## src/rtl/swmm_pkg.sv

```systemverilog
// shared types and constants for the sliding window min/max block
package swmm_pkg;

    localparam int DATA_W         = 32;
    localparam int CFG_W          = 7;
    localparam int WINDOW_MAX_DEF = 64;

    typedef struct packed {
        logic signed [DATA_W-1:0] sample_value;
        logic                     first_sample;
    } t_in_req;

    typedef struct packed {
        logic signed [DATA_W-1:0] window_max;
        logic signed [DATA_W-1:0] window_min;
    } t_out_req;

    typedef struct packed {
        logic shift;
        logic rotate;
    } t_cell_ctl;

endpackage

```

## src/rtl/swmm_cell.sv

```systemverilog
// one storage cell of the sample chain: shifts in new samples or rotates toward the head
module swmm_cell
    import swmm_pkg::*;
(
    input  logic                     i_clk,
    input  t_cell_ctl                i_ctl,
    input  logic signed [DATA_W-1:0] i_shift_data,
    input  logic signed [DATA_W-1:0] i_rot_data,
    output logic signed [DATA_W-1:0] o_data
);

    logic signed [DATA_W-1:0] r_data;

    always_ff @(posedge i_clk) begin
        if (i_ctl.shift) begin
            r_data <= i_shift_data;
        end else if (i_ctl.rotate) begin
            r_data <= i_rot_data;
        end
    end

    assign o_data = r_data;

endmodule

```

## src/rtl/sliding_window_min_max.sv

```systemverilog
// top level: sliding window minimum and maximum over a chain of sample cells
//
// Input channel i_in_valid / o_in_stall carries one sample request (value and
// first_sample flag). Output channel o_out_valid / i_out_stall carries the
// window maximum and minimum. The config channel i_cfg_valid / o_cfg_ready
// writes window_size; it is always ready. The user is to write window_size only
// while idle; the block itself does not enforce this. A sample is shifted into
// the head of a chain of WINDOW_MAX cells. When the window is full, the chain
// rotates once around and the head cell feeds a running max/min over the first
// window_size entries. An item that gives a result goes through S_SWEEP and
// S_DONE to the result register and blocks the input meanwhile; an item that
// gives no result leaves the block idle for the next sample. The rotation of
// the cell chain sets the length of S_SWEEP. The next sample is taken while a
// finished result still waits in the output register; a stalled receiver holds
// the result and, once a second result is ready, holds the chain and the input too.
// Reset clears the fill count, sets window_size to 1 and empties the output;
// store contents are not cleared.
module sliding_window_min_max
    import swmm_pkg::*;
#(
    parameter int WINDOW_MAX = WINDOW_MAX_DEF
) (
    input  logic             i_clk,
    input  logic             i_rst_n,
    input  logic             i_in_valid,
    output logic             o_in_stall,
    input  t_in_req          i_in_data,
    output logic             o_out_valid,
    input  logic             i_out_stall,
    output t_out_req         o_out_data,
    input  logic             i_cfg_valid,
    output logic             o_cfg_ready,
    input  logic [CFG_W-1:0] i_cfg_data
);

    localparam int CW = (WINDOW_MAX > 1) ? $clog2(WINDOW_MAX) : 1;
    localparam int FW = $clog2(WINDOW_MAX + 1);

    typedef enum logic [1:0] {
        S_IDLE,
        S_SWEEP,
        S_DONE
    } t_state;

    t_state                   r_state;
    logic [CFG_W-1:0]         r_size;
    logic [CFG_W-1:0]         r_eff;
    logic [FW-1:0]            r_fill;
    logic [CW-1:0]            r_cnt;
    logic signed [DATA_W-1:0] r_hi;
    logic signed [DATA_W-1:0] r_lo;
    logic                     r_out_valid;
    t_out_req                 r_out_data;

    logic                     in_acc;
    logic [CFG_W-1:0]         n_eff;
    logic [FW-1:0]            n_fill;
    logic                     n_emit;
    t_cell_ctl                cell_ctl;
    logic signed [DATA_W-1:0] cell_data [WINDOW_MAX];
    logic signed [DATA_W-1:0] head;

    assign o_in_stall  = (r_state != S_IDLE);
    assign in_acc      = i_in_valid && !o_in_stall;
    assign o_cfg_ready = 1'b1;
    assign o_out_valid = r_out_valid;
    assign o_out_data  = r_out_data;
    assign head        = cell_data[0];

    always_comb begin
        if (r_size == '0) begin
            n_eff = CFG_W'(1);
        end else if (32'(r_size) > 32'(WINDOW_MAX)) begin
            n_eff = CFG_W'(WINDOW_MAX);
        end else begin
            n_eff = r_size;
        end
        n_fill = i_in_data.first_sample ? '0 : r_fill;
        if (32'(n_fill) < 32'(WINDOW_MAX)) begin
            n_fill = n_fill + FW'(1);
        end
        n_emit = 32'(n_fill) >= 32'(n_eff);
    end

    assign cell_ctl.shift  = in_acc;
    assign cell_ctl.rotate = (r_state == S_SWEEP);

    for (genvar k = 0; k < WINDOW_MAX; k++) begin : g_cell
        logic signed [DATA_W-1:0] shift_in;
        if (k == 0) begin : g_head
            assign shift_in = i_in_data.sample_value;
        end else begin : g_body
            assign shift_in = cell_data[k-1];
        end
        swmm_cell u_cell (
            .i_clk        (i_clk),
            .i_ctl        (cell_ctl),
            .i_shift_data (shift_in),
            .i_rot_data   (cell_data[(k + 1) % WINDOW_MAX]),
            .o_data       (cell_data[k])
        );
    end

    always_ff @(posedge i_clk) begin
        if (!i_rst_n) begin
            r_state     <= S_IDLE;
            r_size      <= CFG_W'(1);
            r_fill      <= '0;
            r_cnt       <= '0;
            r_out_valid <= 1'b0;
        end else begin
            if (i_cfg_valid && o_cfg_ready) begin
                r_size <= i_cfg_data;
            end
            if (r_out_valid && !i_out_stall && r_state != S_DONE) begin
                r_out_valid <= 1'b0;
            end
            unique case (r_state)
                S_IDLE: begin
                    if (in_acc) begin
                        r_fill <= n_fill;
                        r_eff  <= n_eff;
                        r_hi   <= i_in_data.sample_value;
                        r_lo   <= i_in_data.sample_value;
                        r_cnt  <= '0;
                        if (n_emit) begin
                            r_state <= S_SWEEP;
                        end
                    end
                end
                S_SWEEP: begin
                    if (32'(r_cnt) < 32'(r_eff)) begin
                        if (head > r_hi) begin
                            r_hi <= head;
                        end
                        if (head < r_lo) begin
                            r_lo <= head;
                        end
                    end
                    if (32'(r_cnt) == WINDOW_MAX - 1) begin
                        r_state <= S_DONE;
                    end else begin
                        r_cnt <= r_cnt + CW'(1);
                    end
                end
                S_DONE: begin
                    if (!r_out_valid || !i_out_stall) begin
                        r_out_valid           <= 1'b1;
                        r_out_data.window_max <= r_hi;
                        r_out_data.window_min <= r_lo;
                        r_state               <= S_IDLE;
                    end
                end
                default: begin
                    r_state <= S_IDLE;
                end
            endcase
        end
    end

endmodule
```

## config.mk

```make
export PLATFORM = sky130hd
export DESIGN_NAME = sliding_window_min_max
export DESIGN_NICKNAME = d
export VERILOG_FILES = /design/src/rtl/swmm_pkg.sv /design/src/rtl/swmm_cell.sv /design/src/rtl/sliding_window_min_max.sv
export SDC_FILE = /design/constraint.sdc
export NUM_CORES = 2
export LEC_CHECK = 0
export ABC_AREA = 1
export ABC_CLOCK_PERIOD_IN_PS = 128800
export BUFFER_PORTS_ARGS = -buffer_cell sky130_fd_sc_hd__buf_4
export CAP_MARGIN = 25
export CORE_ASPECT_RATIO = 0.8
export CORE_MARGIN = 10
export CORE_UTILIZATION = 60
export DETAILED_ROUTE_END_ITERATION = 10
export HOLD_SLACK_MARGIN = 0.15
export PLACE_DENSITY = 0.81
export SYNTH_ARGS = -nofsm -noshare
export SYNTH_HDL_FRONTEND = slang
export SYNTH_SLANG_ARGS = --single-unit
export TNS_END_PERCENT = 10
```

## constraint.sdc

```tcl
create_clock -name i_clk -period 128.8 [get_ports i_clk]
set_clock_uncertainty 0.2 [all_clocks]
set_input_delay 12.88 -clock i_clk [delete_from_list [all_inputs] [get_ports i_clk]]
set_output_delay 12.88 -clock i_clk [all_outputs]
set_load 0.02 [all_outputs]
```

---- Yosys cells after proc, flatten, opt, wreduce, memory -nomap -nowiden ----
Cells that the tools add are included.
operators by class
  add/sub/neg operators ................... 2
  $lt $le $gt $ge ......................... 6
  equality and inequality tests ........... 12
  mux-type cells .......................... 150
  reduce and logical (&&, ||, !) cells .... 19
operator list
  kind                                                                     number
  32-bit 2-to-1 mux                                                        133
  32-bit case mux with 2 select lines                                      2
  32-bit greater-than comparator                                           1
  32-bit less-than comparator                                              1
  7-bit 2-to-1 mux                                                         4
  6-bit 2-to-1 mux                                                         2
  6-bit case mux with 2 select lines                                       1
  2-bit inequality test, second input constant                             5
  5-bit AND reduction                                                      2
  3-bit AND reduction                                                      3
  2-bit 2-to-1 mux                                                         4
  2-bit by 1-bit inequality test with 1-bit output, second input constant  4
  7-bit by 1-bit adder with 7-bit output, second input constant            1
  7-bit >= comparator                                                      1
  7-bit greater-than comparator, second input constant                     1
  7-bit zero test                                                          1
  6-bit by 7-bit less-than comparator with 1-bit output                    1
  7-bit less-than comparator, second input constant                        1
  6-bit by 1-bit adder with 6-bit output, second input constant            1
  6-bit equality test, second input constant                               1
  2-bit case mux with 3 select lines                                       1
  2-bit nonzero test                                                       3
  4-bit AND reduction                                                      1
  1-bit logical AND                                                        3
  other kinds (7)                                                          11
storage, ports and cells
  flip-flop bits (word level) ............. 2206
  output and inout bits ................... 67
  word-level logic and storage cells ...... 263

---- Logic depth before layout (Yosys ltp) ----
  depth after elaboration ................. 7
  depth in mapped cells ................... 16
  mapped depth without buffers ............ 16

---- By module ----
A second synthesis with hierarchy kept.
second synthesis, totals
  cells, all modules ...................... 9495
  area total of the unflattened synthesis .. 97342.1 um^2
modules (own cells, without submodules)
  module                  instances  cells an instance  area an instance (um^2)
  swmm_cell               64         137                1401.3
  sliding_window_min_max  1          727                7656.1

---- Worst setup path before layout ----
No wires, ideal clock.
  path kind ............................... in2reg
  start ................................... input port i_in_valid
  end ..................................... register g_cell[0].u_cell.r_data[0], enable pin
  setup time .............................. 4524 ps
  arrival ................................. 97547 ps
  required time ........................... 124076 ps
  slack ................................... 26529 ps
  stages .................................. 2
  path through ............................ nor2_1 > nor2_1
between the ends
  cells in the longest elaborated chain, start to end .. 2
ends and longest elaborated chain
  item                          RTL line                      RTL
  start, declared               sliding_window_min_max.sv:25  input logic i_in_valid,
  1-bit logical AND             sliding_window_min_max.sv:64  assign in_acc = i_in_valid && !o_in_stall;
  2-bit nonzero test (no line)  n/a
  end signal, assigned          swmm_cell.sv:16               r_data <= i_shift_data;
  end signal, assigned          swmm_cell.sv:18               r_data <= i_rot_data;
  end, declared                 swmm_cell.sv:12               logic signed [DATA_W-1:0] r_data;
No other way between the ends.
A chain may end at the register's enable or synchronous reset.

---- Worst setup path after layout ----
  start ................................... input port i_in_valid
  end ..................................... register g_cell[27].u_cell.r_data[18], enable pin
between the ends
  cells in the longest elaborated chain, start to end .. 2
ends and longest elaborated chain
  item                          RTL line
  1-bit logical AND             sliding_window_min_max.sv:64
  2-bit nonzero test (no line)  n/a
  end signal, assigned          swmm_cell.sv:16
  end signal, assigned          swmm_cell.sv:18
  end, declared                 swmm_cell.sv:12
No other way between the ends.

==> flow_summary.yaml <==
outcome:
  status: "finished, final reports clean"
floorplan:
  dieArea_um2: 173700
  rows: 130
  die_w_um: 463.4
  io_pins: 112
  start_util_pct: 60.25
  core_area_um2: 156600
  die_h_um: 374.7
global_route:
  grt_pass1_wl_um: 290200
  met3_usage_pct: 2.985
  gr-max-usage-layer: "met2"
  grtUsageMet2_pct: 31.74
  overflow: 0
  grt_max_degree: 283
  grt_pass1_vias: 58660
  grt_usage_pct: 19.52
  met1_usage_pct: 27.38
  antenna_found_initial: 1
routing:
  drt_pre_antenna_iters: 8
  drc: 0
  finalWirelength_um: 174300
  vias: 61350
  drt_iter0_drc: 7546
  wl_per_cell_um: 15.15
  avgViaCountPerCell: 5.333
  final_antenna_net_count: 0
sta:
  max_slew_margin_pct: 9.904
  fmax_mhz: 58.67
  drv_slew: 0
  setup_viol: 0
  whs_ns: 0.2439
  setup_tns_ns: 0
  period_needed_ns: 17.04
  setup_slack_ns: 111.76
  min_period_over_period_pct: 13.23
  hold_violations: 0
  rsz0062_at_grt: "no"
  tightestPinTransition_ns: 1.351
placed_design:
  dp_slack_ns: 110.14
  gp_congestion: 0.8191
  io_buffers: 110
  dp.cells: 11120
  hpwlAfterDp_um: 99880
  dpl_cell_area_um2: 96010
logic_synthesis:
  synth_area_um2: 94370
  synth.top_cell.area_share_pct: 69.46
  synthTopCellsByArea: "edfxtp_1 (69%), nand2_1 (24%), buf_2 (2.0%)"
  synth_fp_nets: 9425
  yosysTopAreaCell: "edfxtp_1"
  syn_inst: 9303
  ys_types: 34
  ys_seq_area_share_pct: 69.95
  yosys_warnings: 0
  ys_ff_latch: 2206
  avgSynthCellArea_um2: 10.14
clock_network:
  clock_latency_ns: 0.83
  cts_resized: 0
  h-tree-depth: 4
  post_cts_buffers: 0
  hold_buffers: 0
  cts_made_buffers: 200
  clock_sinks: 2206
  cts_tree: "built"
  clk_pin_slew_ns: 0.06
  clockRootBuffer: "clkbuf_16"
  clock_path_buffers: 3
critical_path:
  worst_setup_path_start_kind: "primary input"
  cp_max_fo: 170
  crit_type: "primary input to flop"
  required_ns: 129.06
  arrival_ns: 17.30
  critPathCaptureType: "flop"
finish:
  nFillCells: 11100
  seqCellArea_um2: 66010
  finalNetCount: 9353
  multiInputGateArea_um2: 25400
  final_layout_size_suffix_gt1_share_pct: 5.057
  layout.cells.non_filler: 11510
  area_growth_pct: 9.103
  design_area_um2: 103000
power_and_ir_drop:
  power.leakage_nw: 45.82
  ir_drop_uv: 16.60
  p_per_area_nw_per_um2: 26.21
min_path:
  hold_class: "flop to flop"
job:
  drv_cap: 0
[final timing paths]
kind         startpoint                      endpoint  slack, ns  cells past startpoint
max          i_in_valid  g_cell[27].u_cell.o_data[18]     111.76                      9
min             r_lo[5]                 o_out_data[5]       0.24                      0
max reg2reg  r_state[1]  g_cell[27].u_cell.o_data[18]     123.12                     10
min reg2reg     r_lo[5]                 o_out_data[5]       0.24                      0
[layout make-up]
cell class,instances,area share [%]
repair buffers,189,1.871
inverters,152,0.5699
well taps,2112,2.566
multi-input cells,6482,24.66
diodes,1,0.002430
flip-flops and latches,2206,64.11
clock inverters,122,1.131
clock buffers,241,5.082
[state kept, by name, indices dropped and copies added (netlist names)]
register / count
r_cnt: 6
o_out_data: 64
r_fill: 7
r_hi: 32
r_size: 7
r_eff: 7
g_cell.u_cell.o_data: 2048
o_out_valid: 1
r_lo: 32
r_state: 2
[worst max-delay path, stage by stage]
cell    delay (ns)
buf_4         0.09
nor2_1        0.08
nor2_4        0.09
buf_4         0.21
buf_12        0.55
buf_4         0.76
buf_4         0.76
buf_4         0.74
buf_4         0.86
[logic make-up after synthesis]
| logic type | count (synthesis) | synth area share, % |
|---|---|---|
| and+or+nand+nor | 6216 | 24.82 |
| DFF | 2206 | 69.95 |
| buffers and inverters | 615 | 3.165 |
| AOI/OAI and AO/OA | 185 | 1.013 |
| adders and majority gates | 77 | 1.021 |
| xor gates and xnor gates | 3 | 0.02785 |
| other | 1 | 0.003974 |
[metal layers]
layer	up-vias	share of wire (%)	routed length, µm
li1	29950	-	-
met1	29490	43	75050
met2	1645	49	85890
met3	276	4.8	8380
met4	0	2.9	4993
met5	-	0	0
[cell usage in the layout, fill, tap and decap left out, types with 7 or more instances in the layout]
| cell type | n |
|---|---|
| bufinv_16 | 19 |
| nand3_1 | 18 |
| a21oi_1 | 44 |
| nand4_1 | 8 |
| clkinv_1 | 53 |
| buf_12 | 7 |
| clkbuf_16 | 203 |
| clkbuf_1 | 37 |
| dfxtp_1 | 23 |
| edfxtp_1 | 2183 |
| inv_1 | 149 |
| buf_4 | 161 |
| buf_16 | 21 |
| nand2_1 | 6124 |
| nor2_1 | 51 |
| ha_1 | 77 |
| o21ai_0 | 123 |
| clkinv_2 | 32 |
[stage by stage]
step                      power, mW  utilization, %
after floorplan               2.464               -
after global placement        2.047           61.28
after detailed placement      2.101           61.30
after CTS                     2.704           65.38
after global routing          2.881           65.73
final                         2.699           65.73
[cell usage after synthesis, drive strengths merged]
cell type and count:
nand4 8, a21oi 45, o211ai 1, o22ai 4, o21ai 126, a211oi 1
buf 432, ha 77, nand2 6125, nor3 5, edfxtp 2183, nand3 18
inv 152, conb 1, a21o 1, xor2 3, nor3b 2, dfxtp 23
o31ai 1, a31oi 1, o2111ai 1, clkbuf 31, o21a 4, nor2 58
[where the power goes]
group	switching, mW	internal [mW]	total, mW
Clock	0.262	0.327	0.590
Combinational	0.423	0.194	0.617
Sequential	0.191	1.30	1.49
Total	0.876	1.82	2.70
No activity file was read; power rests on OpenSTA's default activity.
